`src/rtl/t3pps_pkg.sv`:
```
// ---------------------------------------------------------------------------
// T3 photon pixel sorter package
// Shared constants, codes, the per-record tracking word and a small helper.
// ---------------------------------------------------------------------------
`default_nettype none

package t3pps_pkg;

  // Fixed widths of the record fields and of absolute time.
  localparam int TIME_BITS = 48;
  localparam int DIM_W     = 16;
  localparam int ROW_W     = 13;
  localparam int FRAME_W   = 16;
  localparam int BIN_W     = 12;
  localparam int COL_W     = 16;
  localparam int RATE_W    = 32;
  localparam int SYNC_W    = 16;
  localparam int CODE_W    = 4;
  localparam int DELTA_W   = 40;
  localparam int CFG_IDX_W = 3;
  localparam int CFG_DAT_W = 48;

  // Defaults for the top level parameters.
  localparam int WRAP_PERIOD_DEF = 65536;
  localparam int MAX_DIM_DEF     = 4096;

  // Special record channel and marker codes.
  localparam logic [CODE_W-1:0] SPECIAL_CHANNEL = 4'hF;
  localparam logic [CODE_W-1:0] MAX_CHANNEL     = 4'd4;
  localparam logic [CODE_W-1:0] MK_OVERFLOW     = 4'd0;
  localparam logic [CODE_W-1:0] MK_LINE_END     = 4'd1;
  localparam logic [CODE_W-1:0] MK_LINE_START   = 4'd2;
  localparam logic [CODE_W-1:0] MK_FRAME_START  = 4'd4;

  // Result status codes.
  typedef enum logic [2:0] {
    ST_SPECIAL       = 3'd0,
    ST_ACCEPTED      = 3'd1,
    ST_OUTSIDE_LINE  = 3'd2,
    ST_OUTSIDE_IMAGE = 3'd3,
    ST_OUTSIDE_GATE  = 3'd4,
    ST_STOPPED       = 3'd5
  } status_t;

  // Configuration register indexes.
  typedef enum logic [CFG_IDX_W-1:0] {
    REG_IMAGE_WIDTH  = 3'd0,
    REG_IMAGE_HEIGHT = 3'd1,
    REG_PIXEL_RATE   = 3'd2,
    REG_STOP_TIME    = 3'd3,
    REG_GATE_START   = 3'd4,
    REG_GATE_STOP    = 3'd5
  } cfg_reg_t;

  // Reset values of the configuration registers.
  localparam logic [ROW_W-1:0]     IMAGE_WIDTH_RST  = 13'd256;
  localparam logic [ROW_W-1:0]     IMAGE_HEIGHT_RST = 13'd256;
  localparam logic [RATE_W-1:0]    PIXEL_RATE_RST   = 32'h0100_0000;
  localparam logic [TIME_BITS-1:0] STOP_TIME_RST    = 48'hFFFF_FFFF_FFFF;
  localparam logic [BIN_W-1:0]     GATE_START_RST   = 12'd0;
  localparam logic [BIN_W-1:0]     GATE_STOP_RST    = 12'hFFF;

  // Record as it leaves the tracker. A kind of ST_ACCEPTED means the photon
  // lies inside a line and still needs its column and final class.
  typedef struct packed {
    status_t               kind;
    logic                  bad;
    logic [ROW_W-1:0]      row;
    logic [FRAME_W-1:0]    frame;
    logic [BIN_W-1:0]      bin;
    logic [TIME_BITS-1:0]  t;
    logic                  row_oob;
  } rec_t;

  // Clamp an image dimension into [lo, hi].
  function automatic logic [DIM_W-1:0] eff_dim(logic [ROW_W-1:0] v,
                                                logic [DIM_W-1:0] lo,
                                                logic [DIM_W-1:0] hi);
    logic [DIM_W-1:0] vx;
    vx = DIM_W'(v);
    if (vx < lo) begin
      return lo;
    end else if (vx > hi) begin
      return hi;
    end
    return vx;
  endfunction

endpackage

`default_nettype wire

```
`src/rtl/t3pps_track.sv`:
```
// ---------------------------------------------------------------------------
// T3 photon pixel sorter record tracker
// Holds the line and frame state, unwraps sync counts into absolute time and
// tags each record; updates state once per stepped record.
// ---------------------------------------------------------------------------
`default_nettype none

module t3pps_track #(
  parameter int WRAP_PERIOD = t3pps_pkg::WRAP_PERIOD_DEF,
  parameter int MAX_DIM     = t3pps_pkg::MAX_DIM_DEF
) (
  input  wire logic                             clk,
  input  wire logic                             rst_n,
  input  wire logic                             step_en,
  input  wire logic [t3pps_pkg::CODE_W-1:0]     channel,
  input  wire logic [t3pps_pkg::CODE_W-1:0]     marker_bits,
  input  wire logic [t3pps_pkg::SYNC_W-1:0]     sync_count,
  input  wire logic [t3pps_pkg::BIN_W-1:0]      micro_time,
  input  wire logic [t3pps_pkg::ROW_W-1:0]      image_height,
  input  wire logic [t3pps_pkg::TIME_BITS-1:0]  stop_time,
  output t3pps_pkg::rec_t                       rec,
  output logic [t3pps_pkg::TIME_BITS-1:0]       line_start
);
  import t3pps_pkg::*;

  localparam logic [TIME_BITS-1:0] WRAP_C    = TIME_BITS'(WRAP_PERIOD);
  localparam logic [DIM_W-1:0]     MAX_DIM_C = DIM_W'(MAX_DIM);

  logic [TIME_BITS-1:0] ovf_r, ovf_nxt;
  logic [TIME_BITS-1:0] ls_r, ls_nxt;
  logic [TIME_BITS-1:0] last_r, last_nxt;
  logic [ROW_W-1:0]     row_r, row_nxt;
  logic [FRAME_W-1:0]   frame_r, frame_nxt;
  logic                 bl_r, bl_nxt;
  logic                 bf_r, bf_nxt;

  logic [TIME_BITS-1:0] t;
  logic [DIM_W-1:0]     eff_h;
  logic [ROW_W-1:0]     row_inc;
  logic                 stopped;

  assign t          = ovf_r + TIME_BITS'(sync_count);
  assign eff_h      = eff_dim(image_height, DIM_W'(1), MAX_DIM_C);
  assign row_inc    = row_r + ROW_W'(1);
  assign stopped    = (last_r >= stop_time);
  assign line_start = ls_r;

  // Next state and record tag.
  always_comb begin
    ovf_nxt   = ovf_r;
    ls_nxt    = ls_r;
    last_nxt  = last_r;
    row_nxt   = row_r;
    frame_nxt = frame_r;
    bl_nxt    = bl_r;
    bf_nxt    = bf_r;
    rec       = '0;
    if (stopped) begin
      rec.kind = ST_STOPPED;
    end else if (channel == SPECIAL_CHANNEL) begin
      if (marker_bits == MK_LINE_START) begin
        if (!bf_r) begin
          last_nxt = t;
          ls_nxt   = t;
          bl_nxt   = 1'b0;
        end
      end else if (marker_bits == MK_LINE_END) begin
        if (!bf_r && !bl_r) begin
          bl_nxt = 1'b1;
          if (DIM_W'(row_inc) >= eff_h) begin
            bf_nxt  = 1'b1;
            row_nxt = '0;
          end else begin
            row_nxt = row_inc;
          end
        end
      end else if (marker_bits == MK_FRAME_START) begin
        last_nxt  = t;
        bf_nxt    = 1'b0;
        frame_nxt = frame_r + FRAME_W'(1);
      end else if (marker_bits == MK_OVERFLOW) begin
        ovf_nxt = ovf_r + WRAP_C;
      end
      rec.kind  = ST_SPECIAL;
      rec.row   = row_nxt;
      rec.frame = frame_nxt;
      rec.t     = t;
    end else begin
      last_nxt    = t;
      rec.kind    = (bl_r || bf_r) ? ST_OUTSIDE_LINE : ST_ACCEPTED;
      rec.bad     = (channel == '0) || (channel > MAX_CHANNEL);
      rec.row     = row_r;
      rec.frame   = frame_r;
      rec.bin     = micro_time;
      rec.t       = t;
      rec.row_oob = (DIM_W'(row_r) >= eff_h);
    end
  end

  // State registers.
  always_ff @(posedge clk) begin
    if (!rst_n) begin
      ovf_r   <= '0;
      ls_r    <= '0;
      last_r  <= '0;
      row_r   <= '0;
      frame_r <= '0;
      bl_r    <= 1'b1;
      bf_r    <= 1'b1;
    end else if (step_en) begin
      ovf_r   <= ovf_nxt;
      ls_r    <= ls_nxt;
      last_r  <= last_nxt;
      row_r   <= row_nxt;
      frame_r <= frame_nxt;
      bl_r    <= bl_nxt;
      bf_r    <= bf_nxt;
    end
  end

endmodule

`default_nettype wire

```
`src/rtl/t3_photon_pixel_sorter.sv`:
```
// ---------------------------------------------------------------------------
// T3 photon pixel sorter
// Sorts decoded T3 time-tag records into image lines and frames, computes a
// pixel column per photon and classifies it against image and time gate.
// ---------------------------------------------------------------------------
//
//  Channel  Dir  Handshake              Carries
//  in_      in   in_tvalid/in_tready    one T3 record request
//  out_     out  out_tvalid/out_tready  one classified result per record
//  cfg_     in   cfg_valid/cfg_ready    register index and write data
//
// One record is accepted per cycle while in_tready is high; its result is
// offered once the request has passed the input register and one stage each
// for the tracker, the time difference, the two 40x16 column multiplies and
// the classification into the output register.
// Each pipeline stage moves on when the stage after it is empty or moving,
// so bubbles close up; while a result waits, requests are still accepted
// until all five stages hold a record, and then in_tready drops.
// Reset is synchronous and active low; it clears all stage valid bits, resets
// the line and frame state and loads the configuration registers' reset values.
//
`default_nettype none

module t3_photon_pixel_sorter #(
  parameter int WRAP_PERIOD = t3pps_pkg::WRAP_PERIOD_DEF,
  parameter int MAX_DIM     = t3pps_pkg::MAX_DIM_DEF
) (
  input  wire logic                              clk,
  input  wire logic                              rst_n,
  // channel[3:0], marker_bits[7:4], sync_count[23:8], micro_time[35:24]
  input  wire logic [39:0]                       in_tdata,
  input  wire logic                              in_tvalid,
  output logic                                   in_tready,
  // pixel_column[15:0], pixel_row[28:16], frame_index[44:29],
  // photon_bin[56:45], abs_time[104:57]
  output logic [111:0]                           out_tdata,
  // status[2:0], bad_channel[3]
  output logic [3:0]                             out_tuser,
  output logic                                   out_tvalid,
  input  wire logic                              out_tready,
  input  wire logic                              cfg_valid,
  output logic                                   cfg_ready,
  input  wire logic [t3pps_pkg::CFG_IDX_W-1:0]   cfg_index,
  input  wire logic [t3pps_pkg::CFG_DAT_W-1:0]   cfg_data
);
  import t3pps_pkg::*;

  localparam logic [DIM_W-1:0] MAX_DIM_C = DIM_W'(MAX_DIM);

  // Configuration registers.
  logic [ROW_W-1:0]     image_width_r, image_height_r;
  logic [RATE_W-1:0]    pixel_rate_r;
  logic [TIME_BITS-1:0] stop_time_r;
  logic [BIN_W-1:0]     gate_start_r, gate_stop_r;

  assign cfg_ready = 1'b1;

  always_ff @(posedge clk) begin
    if (!rst_n) begin
      image_width_r  <= IMAGE_WIDTH_RST;
      image_height_r <= IMAGE_HEIGHT_RST;
      pixel_rate_r   <= PIXEL_RATE_RST;
      stop_time_r    <= STOP_TIME_RST;
      gate_start_r   <= GATE_START_RST;
      gate_stop_r    <= GATE_STOP_RST;
    end else if (cfg_valid) begin
      unique case (cfg_index)
        REG_IMAGE_WIDTH:  image_width_r  <= cfg_data[ROW_W-1:0];
        REG_IMAGE_HEIGHT: image_height_r <= cfg_data[ROW_W-1:0];
        REG_PIXEL_RATE:   pixel_rate_r   <= cfg_data[RATE_W-1:0];
        REG_STOP_TIME:    stop_time_r    <= cfg_data[TIME_BITS-1:0];
        REG_GATE_START:   gate_start_r   <= cfg_data[BIN_W-1:0];
        REG_GATE_STOP:    gate_stop_r    <= cfg_data[BIN_W-1:0];
        default: ;
      endcase
    end
  end

  // Stage valid bits and the ready chain from the output backwards.
  logic va_r, vb_r, vc_r, vd_r, out_valid_r;
  logic rdy_a, rdy_b, rdy_c, rdy_d, rdy_e;

  assign rdy_e     = !out_valid_r || out_tready;
  assign rdy_d     = !vd_r || rdy_e;
  assign rdy_c     = !vc_r || rdy_d;
  assign rdy_b     = !vb_r || rdy_c;
  assign rdy_a     = !va_r || rdy_b;
  assign in_tready = rdy_a;
  assign out_tvalid = out_valid_r;

  always_ff @(posedge clk) begin
    if (!rst_n) begin
      va_r        <= 1'b0;
      vb_r        <= 1'b0;
      vc_r        <= 1'b0;
      vd_r        <= 1'b0;
      out_valid_r <= 1'b0;
    end else begin
      if (rdy_a) va_r <= in_tvalid;
      if (rdy_b) vb_r <= va_r;
      if (rdy_c) vc_r <= vb_r;
      if (rdy_d) vd_r <= vc_r;
      if (rdy_e) out_valid_r <= vd_r;
    end
  end

  // Stage A: input register.
  logic [CODE_W-1:0] ch_a_r, mk_a_r;
  logic [SYNC_W-1:0] sc_a_r;
  logic [BIN_W-1:0]  mt_a_r;

  always_ff @(posedge clk) begin
    if (rdy_a && in_tvalid) begin
      ch_a_r <= in_tdata[3:0];
      mk_a_r <= in_tdata[7:4];
      sc_a_r <= in_tdata[23:8];
      mt_a_r <= in_tdata[35:24];
    end
  end

  // Stage B: line and frame tracking, one state update per record.
  rec_t                 rec_b_nxt, rec_b_r;
  logic [TIME_BITS-1:0] ls_b_nxt, ls_b_r;
  logic                 step_b;

  assign step_b = va_r && rdy_b;

  t3pps_track #(
    .WRAP_PERIOD (WRAP_PERIOD),
    .MAX_DIM     (MAX_DIM)
  ) u_track (
    .clk          (clk),
    .rst_n        (rst_n),
    .step_en      (step_b),
    .channel      (ch_a_r),
    .marker_bits  (mk_a_r),
    .sync_count   (sc_a_r),
    .micro_time   (mt_a_r),
    .image_height (image_height_r),
    .stop_time    (stop_time_r),
    .rec          (rec_b_nxt),
    .line_start   (ls_b_nxt)
  );

  always_ff @(posedge clk) begin
    if (step_b) begin
      rec_b_r <= rec_b_nxt;
      ls_b_r  <= ls_b_nxt;
    end
  end

  // Stage C: time since line start, clipped at zero.
  rec_t                 rec_c_r;
  logic [DELTA_W-1:0]   delta_c_r;
  logic                 big_c_r;
  logic [TIME_BITS-1:0] delta_full;

  assign delta_full = (rec_b_r.t >= ls_b_r) ? (rec_b_r.t - ls_b_r) : '0;

  always_ff @(posedge clk) begin
    if (vb_r && rdy_c) begin
      rec_c_r   <= rec_b_r;
      delta_c_r <= delta_full[DELTA_W-1:0];
      big_c_r   <= |delta_full[TIME_BITS-1:DELTA_W];
    end
  end

  // Stage D: the rate multiply, split into upper and lower 16-bit halves.
  localparam int PROD_W = DELTA_W + 16;

  rec_t              rec_d_r;
  logic [PROD_W-1:0] phi_d_r, plo_d_r;
  logic              big_d_r;

  always_ff @(posedge clk) begin
    if (vc_r && rdy_d) begin
      rec_d_r <= rec_c_r;
      phi_d_r <= PROD_W'(delta_c_r) * PROD_W'(pixel_rate_r[RATE_W-1:16]);
      plo_d_r <= PROD_W'(delta_c_r) * PROD_W'(pixel_rate_r[15:0]);
      big_d_r <= big_c_r;
    end
  end

  // Stage E: round the column, saturate and classify.
  localparam int TOT_W = PROD_W + 1;

  logic [TOT_W-1:0] total;
  logic [COL_W-1:0] col_raw, col_e;
  logic [DIM_W-1:0] eff_w;
  logic             sat, in_gate;
  status_t          status_e;

  assign total   = TOT_W'({phi_d_r[23:0], 16'b0}) + TOT_W'(plo_d_r)
                 + (TOT_W'(1) << 23);
  assign sat     = (pixel_rate_r != '0)
                 && (big_d_r || (|phi_d_r[PROD_W-1:24]) || (|total[TOT_W-1:40]));
  assign col_raw = sat ? '1 : total[39:24];
  assign eff_w   = eff_dim(image_width_r, '0, MAX_DIM_C);
  assign in_gate = (rec_d_r.bin >= gate_start_r) && (rec_d_r.bin <= gate_stop_r);

  always_comb begin
    col_e    = '0;
    status_e = rec_d_r.kind;
    if (rec_d_r.kind == ST_ACCEPTED) begin
      col_e = col_raw;
      if ((DIM_W'(col_raw) >= eff_w) || rec_d_r.row_oob) begin
        status_e = ST_OUTSIDE_IMAGE;
      end else if (in_gate) begin
        status_e = ST_ACCEPTED;
      end else begin
        status_e = ST_OUTSIDE_GATE;
      end
    end
  end

  // Output register.
  always_ff @(posedge clk) begin
    if (vd_r && rdy_e) begin
      out_tdata <= {7'b0, rec_d_r.t, rec_d_r.bin, rec_d_r.frame, rec_d_r.row, col_e};
      out_tuser <= {rec_d_r.bad, status_e};
    end
  end

endmodule

`default_nettype wire

```
`config.mk`:
```
export PLATFORM = sky130hd
export DESIGN_NAME = t3_photon_pixel_sorter
export DESIGN_NICKNAME = d
export VERILOG_FILES = /design/src/rtl/t3pps_pkg.sv /design/src/rtl/t3pps_track.sv /design/src/rtl/t3_photon_pixel_sorter.sv
export SDC_FILE = /design/constraint.sdc
export NUM_CORES = 2
export LEC_CHECK = 0
export BUFFER_PORTS_ARGS = -buffer_cell sky130_fd_sc_hd__buf_2
export CAP_MARGIN = 5
export CORE_AREA = 5 5 420 422
export CTS_CLUSTER_SIZE = 12
export DETAILED_ROUTE_END_ITERATION = 7
export DIE_AREA = 0 0 425 427
export PLACE_DENSITY_LB_ADDON = 0.2
export SETUP_SLACK_MARGIN = 0.15
export SYNTH_ARGS = -nofsm -noshare
export SYNTH_HDL_FRONTEND = slang
export SYNTH_SLANG_ARGS = --single-unit
```
`constraint.sdc`:
```
create_clock -name clk -period 20.5 [get_ports clk]
set_clock_uncertainty 0.2 [all_clocks]
set_input_delay 3.075 -clock clk [delete_from_list [all_inputs] [get_ports clk]]
set_output_delay 3.075 -clock clk [all_outputs]
set_load 0.1 [all_outputs]
```
==> results.txt <==
status = finished clean
via count = 54170
min cycle time layout = 8430 ps
internal power = 3.18 mW
Total Routed Length = 207000 um
Yosys top cell area share = 27.6%
Final ANT Viol Nets = 0
WL/cell = 20.4 um
placed wire-length estimate = 148000 um
Nets = 9334
Critical Path AT = 8650 ps
Die X-Extent = 425 um
startpoint types = flop
min-delay worst type = reg -> reg
synth warn = 0
Sw Share = 27.8%
Cells after Synth = 7749
DRC = 0
number of flops mapped to enable cells by yosys = 613
Final setup viols = 0
DRT iter0 DRCs = 3684
Tcrit/Tclk final = 41.1%
Ports = 215
clock power share = 38.1%
Design Area, Final = 83200 um2
core area = 173000 um2
crit path kind = reg -> reg
Reg2Reg Launch Point = pixel_rate_r[18]
num rows = 153
Setup TNS Final = 0 ps
clk_lat worst skew = 710 ps
cell area after synthesis = 77000 um2
Hold Startpoint = rec_d_r[32]
placed cell area = 80100 um2
part of the power in registers = 45.6%
gr usage total = 23.1%
Crit Path Max Fanout = 41
die height = 427 um
top cells by count, synth = nand2_1, inv_1, fa_1
Top FF cell, synth = edfxtp_1
Pins Over Slew Limit = 0
worst endpoint required time = 20720 ps
Synth cell types = 80
Final WS setup = 12070 ps
Worst Setup End Kind = flop
hold buffers post-CTS = 0
Gate power share = 16.3%
Clock Pin Slew Worst Setup and Hold Paths = 60 ps
Synth area leaders = fa_1, edfxtp_1, dfxtp_1
Pleak = 34.6 nW
Num CTS Buffers = 96
top-count cell post-synth = nand2_1
pin count of the biggest net entering global routing = 121
H-tree Lvls = 3
starting density of the core = 44.6%
initial antenna violation count = 7
Async SR Flop Fraction = 0%
syn avg cell area = 9.94 um2
total power per unit cell area = 52.9 nW/um2
fmax = 119 MHz
DIE AREA = 181000 um2
NetSw = 1.23 mW
area delta synth->final = 8.08%
register area share after synthesis = 31.6%
drt via density = 5.35
fraction of layout cells with a size suffix above 1 = 6.18%
number of global-route vias before repair = 56823
Final Hold Vio Count = 0
grt ovf = 0
Critical path origin = pixel_rate_r[18]
relative slew slack = 23.8%
clk sinks = 907
GPL Wtd Cong = 0.937
# Post-CTS Setup Buffers = 0
I/O Buffers = 202
Yosys reg bits = 907
Root Buffer = clkbuf_16
IR drop worst, VDD = 81.7 uV
first-pass GRT wire length = 327000 um
CTS tree = done
largest area contributor in the netlist = fa_1
first-pass detailed-route iteration total = 6
setup slack at placement = 12210 ps
Longest Clk Path Bufs = 3
Worst Tran Pin Value = 1140 ps
RSZ-0062 raised after global routing = false
Max Cap Viol = 0
number of fill cells in the layout = 16215
post-CTS resize count = 0
-- worst max-delay path, stage by stage, from the launching register on --
cell	delay, ps
dfxtp_1	350
buf_4	510
nand2_1	160
fa_1	540
inv_1	60
fa_1	520
inv_1	50
fa_1	490
inv_1	50
fa_1	530
inv_1	60
fa_1	450
fa_1	490
inv_1	40
ha_1	340
nand4_1	170
or3_4	380
or3_1	410
o22ai_2	280
o41ai_2	170
or3_1	430
a221o_1	410
a21boi_4	230
a31oi_2	190
o41ai_2	470
xnor2_1	100
-- state kept, by name, summed over array words and instances, names as in the netlist, 32 cells and up --
name	count
out_tdata	105
rec_b_r	94
rec_c_r	94
rec_d_r	94
phi_d_r	56
ls_b_r	48
stop_time_r	48
u_track.last_r	48
u_track.line_start	48
delta_c_r	40
plo_d_r	40
pixel_rate_r	32
u_track.ovf_r	32
-- stage by stage --
stage,power [mW],utilization [%],instances,hold slack [ps]
detailed placement,2.77,46.4,9943,205
CTS,4.46,48.2,10120,208
floorplan,2.54,-,7755,200
global placement,2.76,46.4,9943,200
global route,4.61,48.2,10121,221
finish,4.40,48.2,10126,211
-- cells by family (layout without fill, tap and decap cells) --
family | Yosys count | after routing | synth area share, %
mux | 55 | 55 | 0.715
other cells | 2 | 13 | 0.00975
flops | 907 | 907 | 31.6
buf+inv | 1593 | 1634 | 7.81
simple gates | 2539 | 2539 | 15.2
fa+ha+maj | 1521 | 1521 | 35.1
xor+xnor | 168 | 168 | 1.91
compound gates | 964 | 964 | 7.78
-- worst paths after layout --
path / to / slack [ps] / cells after the start
setup reg to reg: phi_d_r[55] / 12070 / 25
hold / removal: out_tdata[88] / 210 / 0
hold reg to reg: out_tdata[88] / 210 / 0
setup / recovery: phi_d_r[55] / 12070 / 25
-- layer usage --
layer | global-route usage (%) | wire, um | vias to the layer above
met5 | 0 | 0 | -
met4 | 10.6 | 10700 | 0
met1 | 30.1 | 85300 | 27342
met2 | 38.3 | 97900 | 1687
li1 | - | - | 24748
met3 | 3.55 | 13000 | 393
-- cell type report --
class | instances | area, um2 | share of cell area, %
Clock inverter | 29 | 260 | 0.313
Inverter | 1149 | 4320 | 5.19
Multi-Input combinational cell | 5255 | 46800 | 56.2
Antenna cell | 5 | 12.5 | 0.0150
Sequential cell | 907 | 24300 | 29.2
Clock buffer | 148 | 2790 | 3.35
Timing Repair Buffer | 308 | 1830 | 2.20
Tap cell | 2325 | 2910 | 3.50
-- placed cells by master, fill, tap and decap left out, types with 24 or more instances in the layout --
| master | n |
|---|---|
| a21o_1 | 110 |
| clkbuf_16 | 101 |
| ha_1 | 461 |
| clkbuf_1 | 35 |
| xor2_1 | 71 |
| a21oi_1 | 334 |
| nand2b_1 | 38 |
| inv_1 | 1146 |
| buf_4 | 105 |
| mux2i_1 | 55 |
| buf_2 | 201 |
| o211ai_1 | 73 |
| xnor2_1 | 97 |
| fa_1 | 1060 |
| nand3_1 | 116 |
| nor4_1 | 24 |
| nor2b_1 | 45 |
| or3_1 | 32 |
| a211oi_1 | 26 |
| nand4_1 | 62 |
| o31ai_1 | 30 |
| nor2_1 | 179 |
| o21a_1 | 35 |
| edfxtp_1 | 613 |
| o21ai_0 | 214 |
| and3_1 | 50 |
| and2_1 | 411 |
| nand2_1 | 1467 |
| dfxtp_1 | 292 |
| nor3_1 | 42 |
-- power groups by stage --
stage | clock, mW | combinational (mW) | sequential (mW)
6_report | 1.68 | 0.720 | 2.01
5_1_grt | 1.80 | 0.806 | 2.01
4_1_cts | 1.72 | 0.727 | 2.01
3_5_place_dp | 0 | 0.721 | 2.05
3_3_place_gp | 0 | 0.713 | 2.05
2_1_floorplan | 0 | 0.486 | 2.05
(Power assumes the default switching activity.)
